===== src/rtl/core/msx_pkg.sv =====
// ----------------------------------------------------------------------------
// MIDI SysEx command parser package
// Shared types, constants and reply byte tables for the parser core.
// ----------------------------------------------------------------------------
package msx_pkg;

    localparam logic [7:0] SYX_START  = 8'hF0;
    localparam logic [7:0] SYX_END    = 8'hF7;
    localparam logic [7:0] RT_MIN     = 8'hF8;
    localparam logic [7:0] MFR_ID     = 8'h7E;
    localparam logic [7:0] DEV_FAMILY = 8'h4E;
    localparam logic [7:0] LAYOUT_ONE = 8'h01;

    localparam logic [6:0] CMD_LAYOUT = 7'h00;
    localparam logic [6:0] CMD_NOP    = 7'h01;
    localparam logic [6:0] CMD_DISACK = 7'h0E;
    localparam logic [6:0] CMD_ACK    = 7'h0F;

    localparam logic [2:0] HDR_LEN  = 3'd5;
    localparam logic [2:0] HDR_DONE = 3'd6;

    // Results per input item; a longer reply carries its closing byte over.
    localparam logic [4:0] MAX_ITEMS = 5'd14;

    localparam int CFG_IDX_W = 3;
    localparam int CFG_DATA_W = 7;
    localparam logic [CFG_IDX_W-1:0] REG_DEVICE_ID      = 3'd0;
    localparam logic [CFG_IDX_W-1:0] REG_MERGER_MODE_ON = 3'd1;
    localparam logic [CFG_IDX_W-1:0] REG_INVALID_CMD    = 3'd2;
    localparam logic [CFG_IDX_W-1:0] REG_GRID_COLUMNS   = 3'd3;
    localparam logic [CFG_IDX_W-1:0] REG_GRID_ROWS      = 3'd4;
    localparam logic [CFG_IDX_W-1:0] REG_LED_COLOURS    = 3'd5;

    localparam int Q_AW = 1;
    localparam int QUEUE_DEPTH = 1 << Q_AW;

    typedef struct packed {
        logic [6:0] device_id;
        logic       merger_mode_on;
        logic [6:0] invalid_command_code;
        logic [6:0] grid_columns;
        logic [6:0] grid_rows;
        logic [6:0] led_colours;
    } t_cfg;

    typedef enum logic [1:0] {
        RPL_NONE   = 2'd0,
        RPL_ACK    = 2'd1,
        RPL_DISACK = 2'd2,
        RPL_LAYOUT = 2'd3
    } t_reply;

    // One classified input item, handed from the front to the back.
    typedef struct packed {
        logic       tail;    // closing 0xF7 of the previous reply goes first
        logic       footer;  // merger footer precedes the reply
        t_reply     reply;
        logic       empty;   // nothing to send: a single idle result
        logic       fwd;     // forwarding state after this input
        logic [3:0] count;   // number of results, 1 to 14
    } t_job;

    function automatic logic [7:0] hdr_byte(input logic [2:0] pos);
        logic [7:0] b;
        case (pos)
            3'd0:    b = SYX_START;
            3'd1:    b = 8'h00;
            3'd2:    b = 8'h00;
            3'd3:    b = MFR_ID;
            default: b = DEV_FAMILY;
        endcase
        return b;
    endfunction

    function automatic logic [3:0] reply_len(input t_reply r);
        logic [3:0] n;
        case (r)
            RPL_ACK:    n = 4'd9;
            RPL_DISACK: n = 4'd9;
            RPL_LAYOUT: n = 4'd14;
            default:    n = 4'd0;
        endcase
        return n;
    endfunction

    // Byte j of a reply message, footer not counted.
    function automatic logic [7:0] msg_byte(input t_reply r, input logic [3:0] j,
                                            input t_cfg c);
        logic [7:0] b;
        b = SYX_END;
        if (j < {1'b0, HDR_LEN}) begin
            b = hdr_byte(j[2:0]);
        end else if (j == {1'b0, HDR_LEN}) begin
            b = {1'b0, c.device_id};
        end else if (r == RPL_LAYOUT) begin
            case (j)
                4'd6:    b = LAYOUT_ONE;
                4'd7:    b = {1'b0, c.grid_columns};
                4'd8:    b = {1'b0, c.grid_rows};
                4'd9:    b = {1'b0, c.led_colours};
                4'd10:   b = LAYOUT_ONE;
                4'd11:   b = LAYOUT_ONE;
                4'd12:   b = LAYOUT_ONE;
                default: b = SYX_END;
            endcase
        end else begin
            case (j)
                4'd6:    b = (r == RPL_ACK) ? {1'b0, CMD_ACK} : {1'b0, CMD_DISACK};
                4'd7:    b = (r == RPL_ACK) ? 8'h00 : {1'b0, c.invalid_command_code};
                default: b = SYX_END;
            endcase
        end
        return b;
    endfunction

endpackage


===== src/rtl/core/msx_front.sv =====
// ----------------------------------------------------------------------------
// MIDI SysEx parser front end
// Matches the header and device ID, tracks the message and classifies each
// received byte into a reply job.
// ----------------------------------------------------------------------------
module msx_front (
    input  logic             i_clk,
    input  logic             i_rst_n,
    input  msx_pkg::t_cfg    i_cfg,
    input  logic             i_valid,
    output logic             o_ready,
    input  logic [7:0]       i_midi_byte,
    output logic             o_job_valid,
    output msx_pkg::t_job    o_job,
    input  logic             i_job_ready
);
    import msx_pkg::*;

    logic [2:0] r_hpos, n_hpos;
    logic       r_own, n_own;
    logic       r_cseen, n_cseen;
    logic [6:0] r_code, n_code;
    logic       r_pseen, n_pseen;
    logic       r_fwd, n_fwd;
    logic       r_tail, n_tail;

    logic       bad;
    logic       fin;
    logic       footer;
    t_reply     reply;
    logic [4:0] total;
    logic       push;

    assign o_ready     = i_job_ready;
    assign o_job_valid = i_valid;
    assign push        = i_valid && i_job_ready;

    always_comb begin
        n_hpos  = r_hpos;
        n_own   = r_own;
        n_cseen = r_cseen;
        n_code  = r_code;
        n_pseen = r_pseen;
        n_fwd   = r_fwd;
        reply   = RPL_NONE;
        footer  = 1'b0;
        fin     = 1'b0;
        bad     = 1'b0;
        if (i_midi_byte < RT_MIN) begin
            if (!r_own) begin
                if (r_hpos < HDR_LEN) begin
                    bad = (i_midi_byte != hdr_byte(r_hpos));
                end else begin
                    bad = (i_midi_byte != {1'b0, i_cfg.device_id});
                end
                if (bad) begin
                    fin = 1'b1;
                end else if (r_hpos >= HDR_LEN) begin
                    n_hpos = HDR_DONE;
                    n_own  = 1'b1;
                    n_fwd  = 1'b0;
                end else begin
                    n_hpos = r_hpos + 3'd1;
                end
            end else if (i_midi_byte[7]) begin
                if (i_midi_byte == SYX_END && r_cseen) begin
                    case (r_code)
                        CMD_LAYOUT: begin
                            footer = i_cfg.merger_mode_on;
                            reply  = RPL_LAYOUT;
                        end
                        CMD_ACK: begin
                            // The footer goes out even when payload suppresses the ack.
                            footer = i_cfg.merger_mode_on;
                            if (!r_pseen) begin
                                reply = RPL_ACK;
                            end
                        end
                        CMD_NOP, CMD_DISACK: begin
                            reply = RPL_NONE;
                        end
                        default: begin
                            footer = i_cfg.merger_mode_on;
                            reply  = RPL_DISACK;
                        end
                    endcase
                end
                fin = 1'b1;
            end else if (!r_cseen) begin
                n_cseen = 1'b1;
                n_code  = i_midi_byte[6:0];
                case (i_midi_byte[6:0])
                    CMD_ACK: begin
                        n_pseen = 1'b0;
                    end
                    CMD_LAYOUT, CMD_NOP, CMD_DISACK: begin
                        n_pseen = r_pseen;
                    end
                    default: begin
                        footer = i_cfg.merger_mode_on;
                        reply  = RPL_DISACK;
                        fin    = 1'b1;
                    end
                endcase
            end else if (r_code == CMD_ACK) begin
                n_pseen = 1'b1;
            end
        end
        if (fin) begin
            n_hpos  = 3'd0;
            n_own   = 1'b0;
            n_cseen = 1'b0;
            n_code  = 7'd0;
            n_pseen = 1'b0;
            n_fwd   = 1'b1;
        end
    end

    assign total  = {4'd0, r_tail} + {4'd0, footer} + {1'b0, reply_len(reply)};
    assign n_tail = (total > MAX_ITEMS);

    always_comb begin
        o_job.tail   = r_tail;
        o_job.footer = footer;
        o_job.reply  = reply;
        o_job.empty  = (total == 5'd0);
        o_job.fwd    = n_fwd;
        if (n_tail) begin
            o_job.count = MAX_ITEMS[3:0];
        end else if (total == 5'd0) begin
            o_job.count = 4'd1;
        end else begin
            o_job.count = total[3:0];
        end
    end

    always_ff @(posedge i_clk) begin
        if (!i_rst_n) begin
            r_hpos  <= 3'd0;
            r_own   <= 1'b0;
            r_cseen <= 1'b0;
            r_code  <= 7'd0;
            r_pseen <= 1'b0;
            r_fwd   <= 1'b1;
            r_tail  <= 1'b0;
        end else if (push) begin
            r_hpos  <= n_hpos;
            r_own   <= n_own;
            r_cseen <= n_cseen;
            r_code  <= n_code;
            r_pseen <= n_pseen;
            r_fwd   <= n_fwd;
            r_tail  <= n_tail;
        end
    end

endmodule


===== src/rtl/core/msx_queue.sv =====
// ----------------------------------------------------------------------------
// MIDI SysEx parser job queue
// Small FIFO of classified jobs between the front end and the reply sender.
// ----------------------------------------------------------------------------
module msx_queue (
    input  logic             i_clk,
    input  logic             i_rst_n,
    input  logic             i_valid,
    output logic             o_ready,
    input  msx_pkg::t_job    i_job,
    output logic             o_valid,
    input  logic             i_ready,
    output msx_pkg::t_job    o_job
);
    import msx_pkg::*;

    t_job            r_mem [QUEUE_DEPTH];
    logic [Q_AW-1:0] r_wr;
    logic [Q_AW-1:0] r_rd;
    logic [Q_AW:0]   r_cnt;
    logic            push;
    logic            pop;

    assign o_ready = (r_cnt != QUEUE_DEPTH[Q_AW:0]);
    assign o_valid = (r_cnt != '0);
    assign o_job   = r_mem[r_rd];
    assign push    = i_valid && o_ready;
    assign pop     = o_valid && i_ready;

    always_ff @(posedge i_clk) begin
        if (push) begin
            r_mem[r_wr] <= i_job;
        end
    end

    always_ff @(posedge i_clk) begin
        if (!i_rst_n) begin
            r_wr  <= '0;
            r_rd  <= '0;
            r_cnt <= '0;
        end else begin
            if (push) begin
                r_wr <= r_wr + 1'b1;
            end
            if (pop) begin
                r_rd <= r_rd + 1'b1;
            end
            if (push && !pop) begin
                r_cnt <= r_cnt + {{Q_AW{1'b0}}, 1'b1};
            end else if (pop && !push) begin
                r_cnt <= r_cnt - {{Q_AW{1'b0}}, 1'b1};
            end
        end
    end

endmodule


===== src/rtl/core/msx_back.sv =====
// ----------------------------------------------------------------------------
// MIDI SysEx parser reply sender
// Expands one job into its result items, one per cycle while the output is not
// stalled, into an output register.
// ----------------------------------------------------------------------------
module msx_back (
    input  logic             i_clk,
    input  logic             i_rst_n,
    input  msx_pkg::t_cfg    i_cfg,
    input  logic             i_job_valid,
    output logic             o_job_ready,
    input  msx_pkg::t_job    i_job,
    output logic             o_valid,
    input  logic             i_ready,
    output logic             o_tx_valid,
    output logic [7:0]       o_tx_byte,
    output logic             o_forward_enable,
    output logic             o_last
);
    import msx_pkg::*;

    t_job       r_job;
    logic       r_active;
    logic [3:0] r_k;
    logic       r_ov;
    logic       r_txv;
    logic [7:0] r_byte;
    logic       r_fwd;
    logic       r_last;

    logic       load_out;
    logic       emit;
    logic       job_last;
    logic       free;
    logic       take;
    logic [3:0] j;
    logic [7:0] item_byte;

    assign load_out    = !r_ov || i_ready;
    assign emit        = r_active && load_out;
    assign job_last    = (r_k == r_job.count - 4'd1);
    assign free        = !r_active || (emit && job_last);
    assign o_job_ready = free;
    assign take        = i_job_valid && free;

    // Position inside the reply once the carried-over byte is skipped.
    assign j = r_k - {3'd0, r_job.tail};

    always_comb begin
        if (r_job.empty) begin
            item_byte = 8'h00;
        end else if (r_job.tail && r_k == 4'd0) begin
            item_byte = SYX_END;
        end else if (r_job.footer && j == 4'd0) begin
            item_byte = SYX_END;
        end else begin
            item_byte = msg_byte(r_job.reply, j - {3'd0, r_job.footer}, i_cfg);
        end
    end

    always_ff @(posedge i_clk) begin
        if (!i_rst_n) begin
            r_active <= 1'b0;
            r_k      <= 4'd0;
            r_ov     <= 1'b0;
        end else begin
            if (take) begin
                r_active <= 1'b1;
                r_k      <= 4'd0;
            end else if (emit && job_last) begin
                r_active <= 1'b0;
            end else if (emit) begin
                r_k <= r_k + 4'd1;
            end
            if (load_out) begin
                r_ov <= emit;
            end
        end
    end

    always_ff @(posedge i_clk) begin
        if (take) begin
            r_job <= i_job;
        end
        if (emit) begin
            r_txv  <= !r_job.empty;
            r_byte <= item_byte;
            r_fwd  <= r_job.fwd;
            r_last <= job_last;
        end
    end

    assign o_valid          = r_ov;
    assign o_tx_valid       = r_txv;
    assign o_tx_byte        = r_byte;
    assign o_forward_enable = r_fwd;
    assign o_last           = r_last;

endmodule


===== src/rtl/core/midi_sysex_command_parser_core.sv =====
// ----------------------------------------------------------------------------
// MIDI SysEx command parser core
// Parses received MIDI bytes for SysEx commands and produces reply bytes.
// ----------------------------------------------------------------------------
// Usage:
//   Input channel (i_in_valid/o_in_ready, i_midi_byte) takes one MIDI byte per
//   transfer. Each input byte yields 1 to 14 result transfers on the output
//   channel (o_out_valid/i_out_ready); o_last marks the final one. A byte that
//   causes nothing to send gives one result with o_tx_valid low.
//   Jobs pass the job queue, the sender's job register and the output register.
//   Throughput: the reply sender emits one result per cycle while the receiver
//   accepts; most bytes have one result, up to 14 at a message end. Input bytes
//   are taken every cycle while the two-entry job queue has room, so the front
//   end runs ahead of a long reply. When the receiver stalls, the output
//   register holds and the queue fills; o_in_ready then drops until a job leaves
//   the queue. Configuration is written through i_cfg_we/i_cfg_index/i_cfg_data
//   by the user only while the block is idle; the block does not enforce this.
//   Reset clears the parser, empties the queue and output, and loads the
//   register defaults; forwarding starts enabled.
// ----------------------------------------------------------------------------
module midi_sysex_command_parser_core (
    input  logic                            i_clk,
    input  logic                            i_rst_n,
    input  logic                            i_cfg_we,
    input  logic [msx_pkg::CFG_IDX_W-1:0]   i_cfg_index,
    input  logic [msx_pkg::CFG_DATA_W-1:0]  i_cfg_data,
    input  logic                            i_in_valid,
    output logic                            o_in_ready,
    input  logic [7:0]                      i_midi_byte,
    output logic                            o_out_valid,
    input  logic                            i_out_ready,
    output logic                            o_tx_valid,
    output logic [7:0]                      o_tx_byte,
    output logic                            o_forward_enable,
    output logic                            o_last
);
    import msx_pkg::*;

    t_cfg r_cfg;
    logic f_job_valid;
    t_job f_job;
    logic q_ready;
    logic q_valid;
    t_job q_job;
    logic b_ready;

    always_ff @(posedge i_clk) begin
        if (!i_rst_n) begin
            r_cfg.device_id            <= 7'd0;
            r_cfg.merger_mode_on       <= 1'b0;
            r_cfg.invalid_command_code <= 7'd12;
            r_cfg.grid_columns         <= 7'd16;
            r_cfg.grid_rows            <= 7'd16;
            r_cfg.led_colours          <= 7'd2;
        end else if (i_cfg_we) begin
            case (i_cfg_index)
                REG_DEVICE_ID:      r_cfg.device_id            <= i_cfg_data;
                REG_MERGER_MODE_ON: r_cfg.merger_mode_on       <= i_cfg_data[0];
                REG_INVALID_CMD:    r_cfg.invalid_command_code <= i_cfg_data;
                REG_GRID_COLUMNS:   r_cfg.grid_columns         <= i_cfg_data;
                REG_GRID_ROWS:      r_cfg.grid_rows            <= i_cfg_data;
                REG_LED_COLOURS:    r_cfg.led_colours          <= i_cfg_data;
                default:            r_cfg                      <= r_cfg;
            endcase
        end
    end

    msx_front u_front (
        .i_clk       (i_clk),
        .i_rst_n     (i_rst_n),
        .i_cfg       (r_cfg),
        .i_valid     (i_in_valid),
        .o_ready     (o_in_ready),
        .i_midi_byte (i_midi_byte),
        .o_job_valid (f_job_valid),
        .o_job       (f_job),
        .i_job_ready (q_ready)
    );

    msx_queue u_queue (
        .i_clk   (i_clk),
        .i_rst_n (i_rst_n),
        .i_valid (f_job_valid),
        .o_ready (q_ready),
        .i_job   (f_job),
        .o_valid (q_valid),
        .i_ready (b_ready),
        .o_job   (q_job)
    );

    msx_back u_back (
        .i_clk            (i_clk),
        .i_rst_n          (i_rst_n),
        .i_cfg            (r_cfg),
        .i_job_valid      (q_valid),
        .o_job_ready      (b_ready),
        .i_job            (q_job),
        .o_valid          (o_out_valid),
        .i_ready          (i_out_ready),
        .o_tx_valid       (o_tx_valid),
        .o_tx_byte        (o_tx_byte),
        .o_forward_enable (o_forward_enable),
        .o_last           (o_last)
    );

endmodule


===== config.mk =====
export PLATFORM = sky130hd
export DESIGN_NAME = midi_sysex_command_parser_core
export DESIGN_NICKNAME = d
export VERILOG_FILES = /design/src/rtl/core/msx_pkg.sv /design/src/rtl/core/msx_front.sv /design/src/rtl/core/msx_queue.sv /design/src/rtl/core/msx_back.sv /design/src/rtl/core/midi_sysex_command_parser_core.sv
export SDC_FILE = /design/constraint.sdc
export NUM_CORES = 1
export LEC_CHECK = 0
export BUFFER_PORTS_ARGS = -buffer_cell sky130_fd_sc_hd__buf_2
export CAP_MARGIN = 20
export CORE_MARGIN = 3
export CORE_UTILIZATION = 60
export DETAILED_ROUTE_END_ITERATION = 16
export GPL_TIMING_DRIVEN = 0
export PLACE_DENSITY = 0.79
export REMOVE_ABC_BUFFERS = 1
export SYNTH_ARGS = -nofsm -noshare
export SYNTH_HDL_FRONTEND = slang
export SYNTH_SLANG_ARGS = --single-unit

===== constraint.sdc =====
create_clock -name i_clk -period 5 [get_ports i_clk]
set_input_delay 0.75 -clock i_clk [delete_from_list [all_inputs] [get_ports i_clk]]
set_output_delay 0.75 -clock i_clk [all_outputs]
set_load 0.02 [all_outputs]

==> key figures, run 1 <==
CTS
  – Number of buffers between clock root and the deepest sink: 2
  – Clock latency of the later-clocked register in the worst-skew pair: about 0.37 ns
  – Clock Root Buffer: clkbuf_8
  – CTS tree: done
  – Number of buffers added by the clock tree synthesis step: 9
  – CTS resizes: 0
  – Post-cts hold buffer count: 0
  – Number of levels in the clock H-tree: 3
  – # Post-CTS Setup Buffers: 0
  – Clock-pin transition on the worst setup and hold timing paths: 0.11 ns
  – CTS Sinks: 102

Critical path
  – Worst reg2reg startpoint: u_back.r_k[0]
  – Worst reg2reg setup slack: around 1.7 ns
  – Endpoint class of the critical path: flip-flop
  – Cell-by-cell trace of the critical path: buf_2 -> and4_1 -> nand4_1 -> nor3b_1 -> nand2_1 -> o21ai_0 -> nand2_1 -> nor2_1 -> ha_1 -> ha_1 -> inv_1 -> fa_1 -> nand3b_1 -> o21ai_0 -> nor2_1 -> a21oi_1 -> nor2_1
  – Buffering stage count on the worst path with inverters included: 2
  – Critical Path Max Stage Delay: around 0.44 ns
  – Reg-to-reg endpoint: u_back.o_tx_byte[0]
  – Dominant cell type by count on the critical path: nor2_1
  – Startpoint kind of the worst setup timing path: input pin
  – Cell with the largest stage delay on the worst path: fa_1
  – Crit Path Max Fanout: 7
  – Critical path class: input pin to flip-flop
  – Arrival time worst endpoint: approximately 3.8 ns
  – Kind of cell adding the most delay to the critical path: simple AND/OR/NAND/NOR gates
  – Req. time, crit path: between 5 and 6 ns
  – Number of cell instances on the worst register-to-register path: 10

Power
  – IR drop worst, VDD: 251 uV
  – Sw Ratio: approximately two fifths
  – Fraction of power consumed by the clock network: about a fifth
  – Standby leakage power: 2.17 nW
  – Portion of total power attributed to combinational logic: between 40% and 50%
  – Sequential fraction of design power: about two fifths
  – Power spent charging and discharging nets: 0.00110 W
  – PwrDens: about 480 nW/um2
  – P_int: 0.00163 W
  – Sum of internal, switching and leakage power: approximately 0.0027 W

Die
  – # IOs: 36
  – Starting density of the core: 62.8%
  – Die Span X: ~100 um
  – Core area: approximately 8400 um2
  – Die Height: between 90 and 100 um
  – Total Die Area: slightly below 10,000 um2
  – Count of standard-cell rows: 33

Placed design
  – Final HPWL DP: 8090 um
  – Area after detailed placement: roughly 5500 um2
  – Final estimated routing congestion in global placement: ~0.90
  – Number of input and output port buffers inserted: 35

Layout
  – Antenna diode count: 0
  – Fill cell count: 672
  – Layout cell share with drive strength beyond 1: 14.9%
  – Most used cells in the layout excluding fill and tap cells: nand2_1, dfxtp_1, a21oi_1, nor2_1, edfxtp_1
  – Most common cell after layout, fill and taps aside: nand2_1
  – Share of the core filled with cells in the final layout: 68.2%
  – Final instance area: around 5700 um2
  – Growth of design area from synthesis to finish: 8.63%
  – Number of nets in the layout: ~640

Synth
  – Fraction of post-synthesis cell area in the top cell type by area: a little under a quarter
  – Fraction of synthesis flops using an asynchronous set or reset pin: 0%
  – Average size of a mapped cell: between 9 and 10 um2
  – Cell types occupying the most area after synthesis: edfxtp_1, dfxtp_1, nand2_1, ha_1, a21oi_1
  – Synthesized instance count: approximately 570
  – Distinct cells, synth: 69
  – Post-synth EDFFs: 41
  – Cell area after synthesis: ~5300 um2
  – Sequential share of the synthesized area: ~47%
  – Cell taking the most area after synthesis: edfxtp_1
  – Primary FF master, synth: dfxtp_1
  – Synth warnings: 0
  – Number of synthesized register bits: between 100 and 150

Detailed routing
  – Total via count in the routed design: slightly above 4,000
  – DRC violation count after routing: 0
  – Number of routed nets with antenna violations: 0
  – Iteration-0 DRC count of the detailed router: ~190
  – Wire length per cell after detailed routing: around 16 um
  – Pre-Repair DR Iteration Count: 4
  – Vias per std cell: 5.88
  – Overall routed net length: ~11,000 um

Timing
  – Number of failing setup endpoints in the final timing report: 0
  – F_max: between 200 and 300 MHz
  – Hold violation count in the final report: 0
  – Setup repair after global routing missed its margin: false
  – Worst Hold Slack: approximately 0.46 ns
  – Total Negative Setup Slacks: 0 ns
  – Relative max-transition margin: around 41%
  – Final-report max-slew violation count: 0
  – Final Skew: between 0.01 and 0.015 ns
  – Fraction of the cycle the final worst path needs: just over 70%
  – Post-layout min period: between 3 and 4 ns
  – Transition at the pin with the smallest max-transition slack: slightly below 0.9 ns

Global route
  – Global-route wire length before repair: 18,600 um
  – Largest net degree at the start of global routing: between 40 and 50
  – Via count of the first global-routing pass: between 3,000 and 4,000
  – GRT Resource Usage Total: between 20% and 30%
  – Congestion Overflow GR: 0
  – Initial antenna violation count: 0

Hold path
  – Worst Hold Path Cells: 0
  – Min-Delay Endpoint: u_back.o_forward_enable
  – Min-Delay Startpoint: u_back.r_job[4]
  – Hold/Removal Path Class: flip-flop to flip-flop

Flow run
  – Reported max-cap violation count: 0

Outcome
  – Status: finished, final reports clean
how the worst max path moves through the flow:
stage | end | start | cells past startpoint
3_5_place_dp | u_front.r_tail | i_midi_byte[7] | 17
3_3_place_gp | u_front.r_tail | i_midi_byte[7] | 17
6_report | u_front.r_tail | i_midi_byte[7] | 17
4_1_cts | u_front.r_tail | i_midi_byte[7] | 17
2_1_floorplan | u_front.r_tail | i_midi_byte[6] | 16
5_1_grt | u_front.r_tail | i_midi_byte[7] | 20
sequential cells by signal (all words and copies together) (netlist names):
name                     flops
u_back.r_active              1
u_queue.r_rd                 1
u_front.r_own                1
u_front.r_fwd                1
u_front.r_cseen              1
u_queue.r_mem               20
u_front.r_pseen              1
u_back.r_k                   4
u_front.r_tail               1
u_queue.r_cnt                2
u_back.o_last                1
u_back.o_forward_enable      1
r_cfg                       36
u_queue.r_wr                 1
u_back.r_job                10
u_front.r_hpos               3
u_back.o_tx_valid            1
u_front.r_code               7
u_back.o_valid               1
u_back.o_tx_byte             8
metrics by stage:
step,cells,setup WS [ns]
floorplan,544,1.64
global placement,684,1.11
detailed placement,685,1.08
CTS,701,1.46
global route,702,1.08
finish,702,1.41
power groups by stage:
stage | sequential (W) | clock [W] | combinational, W
3_5_place_dp | 0.00107 | 0 | 0.00110
4_1_cts | 0.00105 | 0.000574 | 0.00111
6_report | 0.00105 | 0.000566 | 0.00112
2_1_floorplan | 0.00108 | 0 | 0.000822
3_3_place_gp | 0.00106 | 0 | 0.00108
5_1_grt | 0.00106 | 0.000610 | 0.00126
synthesized netlist by cell type, types with 3 or more instances:
cell type   n
nand2_1    94
dfxtp_1    61
a21oi_1    49
nor2_1     45
edfxtp_1   41
inv_1      27
o21ai_0    24
ha_1       21
nor3_1     17
clkbuf_1   16
mux2_2     14
nand3_1    13
xnor2_1    11
mux2i_1    10
xor2_1     10
and3_1      7
o211ai_1    6
a31oi_1     5
nand4_1     5
nor2b_1     5
o31ai_1     5
nor3b_1     4
nor4_1      4
a21bo_2     3
a21o_1      3
a22o_1      3
a31o_2      3
and2_1      3
o22ai_1     3
or2_2       3
cell families after synthesis:
family / after synthesis / synth area share (%)
AOI/OAI and AO/OA: 128 / 15.9
and+or+nand+nor: 216 / 19.1
muxes: 24 / 4.90
buffers and inverters: 49 / 3.69
adders and majority gates: 22 / 5.38
xor gates and xnor gates: 24 / 4.42
DFF: 102 / 46.6
area by class of cell:
| cell class | count | area (um2) | area share, % |
|---|---|---|---|
| inverters | 28 | 105 | 1.84 |
| flip-flops and latches | 102 | 2450 | 42.9 |
| clock buffers | 9 | 124 | 2.17 |
| well taps | 105 | 131 | 2.30 |
| multi-input cells | 414 | 2610 | 45.7 |
| clock inverters | 7 | 97.6 | 1.71 |
| repair buffers | 37 | 190 | 3.33 |
metal layers:
| layer | vias to the layer above | global-route usage [%] | wire (um) |
|---|---|---|---|
| li1 | 2058 | - | - |
| met1 | 1927 | 28.5 | 4490 |
| met2 | 120 | 40.8 | 5520 |
| met3 | 24 | 4.28 | 622 |
| met4 | 0 | 10.9 | 320 |
| met5 | - | 0 | 0 |
(Power assumes the default switching activity.)
==> inputs of run 2 (changes only) <==
- ABC_AREA: unset -> 1
- clock period: 5 -> 3.6 ns (I/O delays scaled with it)
==> run 2 against run 1 <==
Total power grew 59%. Register-to-register slack got worse by 1.6 ns. Combinational power up 79%. Global-route usage is 1.0 points higher. Worst hold slack worse by 0.0096 ns. First-iteration DRC count is 68% higher. Largest power group unchanged. Critical endpoint is now u_queue.r_mem[1][0]. Synthesized cell count up 22%.
==> key figures, run 2 <==
Outcome
  – Status: finished, final reports clean

Synth
  – Cell area after synthesis: roughly 5400 um2
  – Distinct cells, synth: 47
  – Count leader, synth: nand2_1
  – Synthesized-area fraction occupied by adder cells: 5.24%
  – Multiplexer share of the synthesized area: 0%
  – Sequential share of the synthesized area: between 40% and 50%
  – Number of synthesized register bits: about 100
  – Synth warnings: 0
  – Simple-gate share of the synthesized area: 26.5%
  – Most frequent cells after synthesis: nand2_1, inv_1, nor2_1
  – Synthesized instance count: approximately 700
  – Fraction of post-synthesis cell area in the top cell type by area: 22.8%
  – Post-synth EDFFs: between 40 and 50
  – Largest family of logic cells by synthesized area: simple AND/OR/NAND/NOR gates
  – Xor and xnor fraction of the mapped netlist area: under 10%
  – Compound-Gate Fraction of Synth Area: around an eighth
  – Cell taking the most area after synthesis: edfxtp_1
  – Average size of a mapped cell: 7.82 um2
  – Primary FF master, synth: dfxtp_1
  – Fraction of synthesis flops using an asynchronous set or reset pin: 0%
  – Cell types occupying the most area after synthesis: edfxtp_1, dfxtp_1, nand2_1, inv_1, nor2_1

Global route
  – Initial antenna violation count: 0
  – GRT Max-Usage Layer: met2
  – Fraction of met1 tracks used by global routing: between 30 and 40%
  – Met3 track utilization from global routing: just over 4%
  – Congestion Overflow GR: 0
  – Via count of the first global-routing pass: 4,391
  – Global-route wire length before repair: 20,000 um
  – M2 GR Usage: 43.4%
  – GRT Resource Usage Total: between 20 and 25%
  – Largest net degree at the start of global routing: 43

Hold path
  – Min-Delay Startpoint: i_out_ready
  – Hold/Removal Path Class: input pin to flip-flop

CTS
  – Number of buffers between clock root and the deepest sink: 2
  – Clock Root Buffer: clkbuf_8
  – Clock latency of the later-clocked register in the worst-skew pair: approximately 0.38 ns
  – CTS tree: done
  – Clock-pin transition on the worst setup and hold timing paths: approximately 0.12 ns
  – Number of levels in the clock H-tree: 3
  – CTS Sinks: approximately 100
  – Number of buffers added by the clock tree synthesis step: 9

Critical path
  – Arrival time worst endpoint: 3.76 ns
  – Cell-by-cell trace of the critical path: inv_2 -> nand3_4 -> nor4_4 -> inv_1 -> nor2_1 -> o21a_1 -> and3_4 -> inv_1 -> ha_4 -> ha_2 -> inv_1 -> fa_2 -> inv_1 -> ha_1 -> or2_2 -> o41ai_4 -> o21ai_1 -> inv_1
  – Worst reg2reg startpoint: u_front.r_code[5]
  – Cell with the largest stage delay on the worst path: o41ai_4
  – Startpoint kind of the worst setup timing path: flip-flop
  – Dominant cell type by count on the critical path: inv_1
  – Critical path class: flip-flop to flip-flop
  – Critical Path Max Stage Delay: 0.44 ns
  – Endpoint class of the critical path: flip-flop
  – Buffering stage count on the worst path with inverters included: 6
  – Req. time, crit path: approximately 3.8 ns
  – Worst setup path startpoint: u_front.r_code[5]
  – Kind of cell adding the most delay to the critical path: simple AND/OR/NAND/NOR gates
  – Crit Path Max Fanout: 5

Die
  – Starting density of the core: a little under two thirds
  – Count of standard-cell rows: 33
  – # IOs: 36
  – Die Span X: about 100 um
  – Die Height: between 100 and 150 um
  – Total Die Area: 10,200 um2
  – Core area: about 8500 um2

Detailed routing
  – DRC violation count after routing: 0
  – Overall routed net length: about 12,000 um
  – Total via count in the routed design: 4,621
  – Iteration-0 DRC count of the detailed router: ~310
  – Pre-Repair DR Iteration Count: 5
  – Vias per std cell: around 5.5
  – Number of routed nets with antenna violations: 0
  – Wire length per cell after detailed routing: ~15 um

Layout
  – Flip-flop count of the largest register after layout: 36
  – Layout cell share with drive strength beyond 1: between 10% and 20%
  – Most used cells in the layout excluding fill and tap cells: nand2_1, inv_1, nor2_1, dfxtp_1, a21oi_1
  – Number of nets in the layout: 772
  – Share of the core filled with cells in the final layout: 70.4%
  – Reg with most FFs: r_cfg
  – Antenna diode count: 0
  – Most common cell after layout, fill and taps aside: nand2_1
  – Largest registers: r_cfg x36, u_queue.r_mem x20, u_back.r_job x10
  – Growth of design area from synthesis to finish: 10.4%

Timing
  – Final Skew: between 0.01 and 0.015 ns
  – Final-report max-slew violation count: 0
  – Hold violation count in the final report: 0
  – Post-route setup slack: 0.0791 ns
  – Relative max-transition margin: between 30% and 40%
  – F_max: 284 MHz
  – Transition at the pin with the smallest max-transition slack: approximately 0.92 ns
  – Post-layout min period: approximately 3.5 ns
  – Fraction of the cycle the final worst path needs: between 90% and 100%
  – Number of failing setup endpoints in the final timing report: 0

Power
  – PwrDens: approximately 730 nW/um2
  – IR drop worst, VDD: around 320 uV
  – Standby leakage power: about 2.6 nW

Placed design
  – Worst setup timing slack at the placement stage: -0.438 ns
  – Final estimated routing congestion in global placement: just under 1
  – Number of input and output port buffers inserted: 35
  – Final HPWL DP: roughly 9100 um

Flow run
  – Reported max-cap violation count: 0
-- run 2: cell count changes after synthesis, moves of 14 or more --
cell,before,now
inv_1,27,95
nor2_1,45,90
nand3_1,13,39
o21ai_0,24,52
mux2_2,14,0
nand2_1,94,139
-- run 2: final timing paths --
kind,endpoint,slack (ns),cells after the start
setup / recovery,u_queue.r_mem[1][0],0.08,18
hold / removal,u_back.o_valid,0.45,4
setup reg to reg,u_queue.r_mem[1][0],0.08,18
hold reg to reg,r_cfg[6],0.46,2
-- run 2: layer usage --
layer,share of wire (%),vias up
met2,49,140
li1,-,2334
met4,1.7,0
met3,4.9,20
met5,0,-
met1,44,2127
-- run 2: timing repair --
item | 4_1_cts | 5_1_grt
pin swaps | 0 | 3
setup buffers | 0 | 1
setup endpoints to repair | 6 | 7
hold buffers | 0 | 0
gates resized for setup | 1 | 18
-- run 2: worst register-to-register path: stages, from the launching register on --
cell and delay [ns]:
dfxtp_1 0.33, inv_2 0.08, nand3_4 0.10, nor4_4 0.29
inv_1 0.09, nor2_1 0.13, o21a_1 0.12, and3_4 0.21
inv_1 0.07, ha_4 0.24, ha_2 0.19, inv_1 0.08
fa_2 0.19, inv_1 0.04, ha_1 0.18, or2_2 0.35
o41ai_4 0.45, o21ai_1 0.15, inv_1 0.12
-- run 2: layout make-up --
cell class | count | area [um2]
Inverter | 101 | 383
Sequential cell | 102 | 2450
Multi-Input combinational cell | 476 | 2590
Clock inverter | 7 | 86.3
Timing Repair Buffer | 37 | 190
Clock buffer | 9 | 124
Fill cell | 711 | 2500
Tap cell | 105 | 131
-- run 2: stage by stage --
stage               hold slack [ns]  setup TNS, ns  total power (W)  cells  area [um2]
finish                        0.449              0          0.00433    837        5960
global route                  0.471         -0.489          0.00462    837        5960
CTS                           0.444              0          0.00431    835        5870
detailed placement            0.437          -2.81          0.00359    819        5660
global placement              0.437          -2.07          0.00353    819        5660
floorplan                     0.400              0          0.00304    679        5350
-- run 2: cells by family (layout without fill, tap and decap cells) --
group | after synthesis | in the layout
and+or+nand+nor | 316 | 316
AOI/OAI and AO/OA | 128 | 128
buffers and inverters | 113 | 154
DFF | 102 | 102
adders and majority gates | 22 | 22
xor gates and xnor gates | 10 | 10
-- run 2: where the power goes --
group | switching (W) | leakage, nW | internal, W | total, W
Sequential | 0.000112 | 0.878 | 0.00148 | 0.00159
Combinational | 0.00139 | 1.61 | 0.000614 | 0.00201
Clock | 0.000451 | 0.104 | 0.000279 | 0.000730
Total | 0.00196 | 2.59 | 0.00237 | 0.00433
==> inputs of run 3 (changes only) <==
- clock period: 3.6 -> 3.4 ns (I/O delays scaled with it)
==> run 3 against run 2 <==
Wire length is 0.23% higher. Cell count is 0.36% higher. Clock-buffer cell count stayed put.
==> key figures, run 3 (synthesized netlist as in run 2, its figures left out) <==
Outcome
  – Status: finished, final reports clean

Power
  – PwrDens: roughly 770 nW/um2
  – IR drop worst, VDD: 343 uV
  – Standby leakage power: between 2 and 3 nW
  – Sum of internal, switching and leakage power: 0.00460 W

Layout
  – Growth of design area from synthesis to finish: 11.1%
  – Most common cell after layout, fill and taps aside: nand2_1
  – Layout cell share with drive strength beyond 1: 14.6%
  – Reg with most FFs: r_cfg
  – Area of all sequential standard cells: between 2000 and 2500 um2
  – Flip-flop count of the largest register after layout: 36
  – Number of nets in the layout: roughly 780
  – Most used cells in the layout excluding fill and tap cells: nand2_1, inv_1, nor2_1, dfxtp_1, a21oi_1
  – Area taken by multi-input logic gates: about 2600 um2
  – Largest registers: r_cfg x36, u_queue.r_mem x20, u_back.r_job x10
  – Antenna diode count: 0
  – Fill cell count: around 700
  – Final non-filler cell total: 840

Critical path
  – Endpoint class of the critical path: flip-flop
  – Reg-to-reg endpoint: u_queue.r_mem[0][1]
  – Crit Path Max Fanout: 6
  – Worst reg2reg setup slack: approximately 0.13 ns
  – Startpoint kind of the worst setup timing path: flip-flop
  – Worst reg2reg startpoint: u_front.r_cseen
  – Number of cell instances on the worst register-to-register path: 15
  – Critical path class: flip-flop to flip-flop
  – Arrival time worst endpoint: 3.40 ns
  – End of the critical path: u_queue.r_mem[0][1]
  – Req. time, crit path: 3.53 ns
  – Worst setup path startpoint: u_front.r_cseen

Die
  – Die Span X: roughly 100 um
  – Starting density of the core: a little under two thirds
  – Core area: ~8500 um2
  – Total Die Area: between 10,000 and 15,000 um2
  – # IOs: 36
  – Count of standard-cell rows: 33
  – Die Height: approximately 100 um

Detailed routing
  – Wire length per cell after detailed routing: roughly 15 um
  – DRC violation count after routing: 0
  – Pre-Repair DR Iteration Count: 5
  – Iteration-0 DRC count of the detailed router: 285
  – Overall routed net length: approximately 12,000 um
  – Vias per std cell: ~5.5
  – Total via count in the routed design: around 4,700
  – Number of routed nets with antenna violations: 0

Timing
  – Final Skew: roughly 0.012 ns
  – Transition at the pin with the smallest max-transition slack: between 0.9 and 1 ns
  – Number of failing setup endpoints in the final timing report: 0
  – Relative max-transition margin: 37.8%
  – Fraction of the cycle the final worst path needs: 96.3%
  – Final-report max-slew violation count: 0
  – Post-layout min period: between 3 and 4 ns
  – Hold violation count in the final report: 0
  – F_max: about 300 MHz

CTS
  – Number of buffers between clock root and the deepest sink: 2
  – Number of buffers added by the clock tree synthesis step: 9
  – Number of levels in the clock H-tree: 3
  – Clock Root Buffer: clkbuf_8
  – Post-cts hold buffer count: 0
  – Clock latency of the later-clocked register in the worst-skew pair: between 0.3 and 0.4 ns
  – CTS tree: done
  – Clock-pin transition on the worst setup and hold timing paths: roughly 0.12 ns
  – CTS Sinks: 102

Global route
  – Initial antenna violation count: 0
  – Congestion Overflow GR: 0
  – Via count of the first global-routing pass: between 4,000 and 5,000
  – GRT Resource Usage Total: between 20% and 30%
  – Global-route wire length before repair: 20,300 um
  – Largest net degree at the start of global routing: 43

Placed design
  – Final estimated routing congestion in global placement: between 0.9 and 1
  – Number of input and output port buffers inserted: 35
  – Number of cells in the design after placement: 819
  – Final HPWL DP: between 9000 and 10,000 um

Flow run
  – Reported max-cap violation count: 0

Hold path
  – Hold/Removal Path Class: input pin to flip-flop
==> run 3: metal layers <==
metal,part of all wire (%),track usage (%)
met5,0,0
met4,1.6,7.77
met3,5.2,4.22
met2,50,44.6
met1,43,31.1
==> run 3: metrics by stage <==
step                      instance area [um2]  TNS (ns)  hold slack, ns  utilization (%)  setup WS (ns)
after global routing                     6000    -0.374           0.441             70.9        -0.0697
final                                    6000         0           0.418             70.9          0.127
after detailed placement                 5660     -4.00           0.437             66.8         -0.608
after CTS                                5930         0           0.414             70.1        0.00593
after global placement                   5660     -3.26           0.437             66.8         -0.504
after floorplan                          5350         0           0.400                -         0.0504
==> run 3: how the worst min path moves through the flow <==
| stage | startpoint | depth (start not counted) | slack (ns) | endpoint |
|---|---|---|---|---|
| after CTS | i_out_ready | 4 | 0.41 | u_back.o_valid |
| final | i_out_ready | 4 | 0.42 | u_back.o_valid |
| after detailed placement | u_back.r_job[4] | 0 | 0.44 | u_back.o_forward_enable |
| after global routing | i_cfg_data[5] | 3 | 0.44 | r_cfg[34] |
| after global placement | u_back.r_job[4] | 0 | 0.44 | u_back.o_forward_enable |
| after floorplan | u_back.r_job[4] | 0 | 0.40 | u_back.o_forward_enable |
==> run 3: critical path, stage by stage, from the launching register on <==
cell     delay [ns]
dfxtp_2        0.41
nand2_1        0.10
nor4_4         0.26
nand2_1        0.12
nand2_1        0.08
nand2_1        0.04
nor2_1         0.26
ha_1           0.31
ha_2           0.19
inv_1          0.08
fa_2           0.19
inv_1          0.04
ha_1           0.18
or2_4          0.27
o41ai_4        0.36
nand2_1        0.12
==> run 3: where the power goes <==
part           switching [W]  leakage, nW  total [W]  internal, W
clock network       0.000478        0.104   0.000773     0.000295
registers           0.000119        0.879    0.00169      0.00157
logic                0.00149         1.62    0.00214     0.000653
total                0.00208         2.61    0.00460      0.00252
==> run 3: cell type report <==
class / count / area share, %
inverter: 101 / 6.38
clock inverter: 7 / 1.44
timing repair buffer: 40 / 3.54
multi-input combinational: 476 / 43.4
sequential: 102 / 41.0
clock buffer: 9 / 2.06
tap: 105 / 2.19
==> run 3: timing repair <==
action,4_1_cts,5_1_grt
buffers inserted,3,1
setup endpoints to repair,7,10
pin swaps,4,6
resized for setup,9,13
hold endpoints to repair,0,0
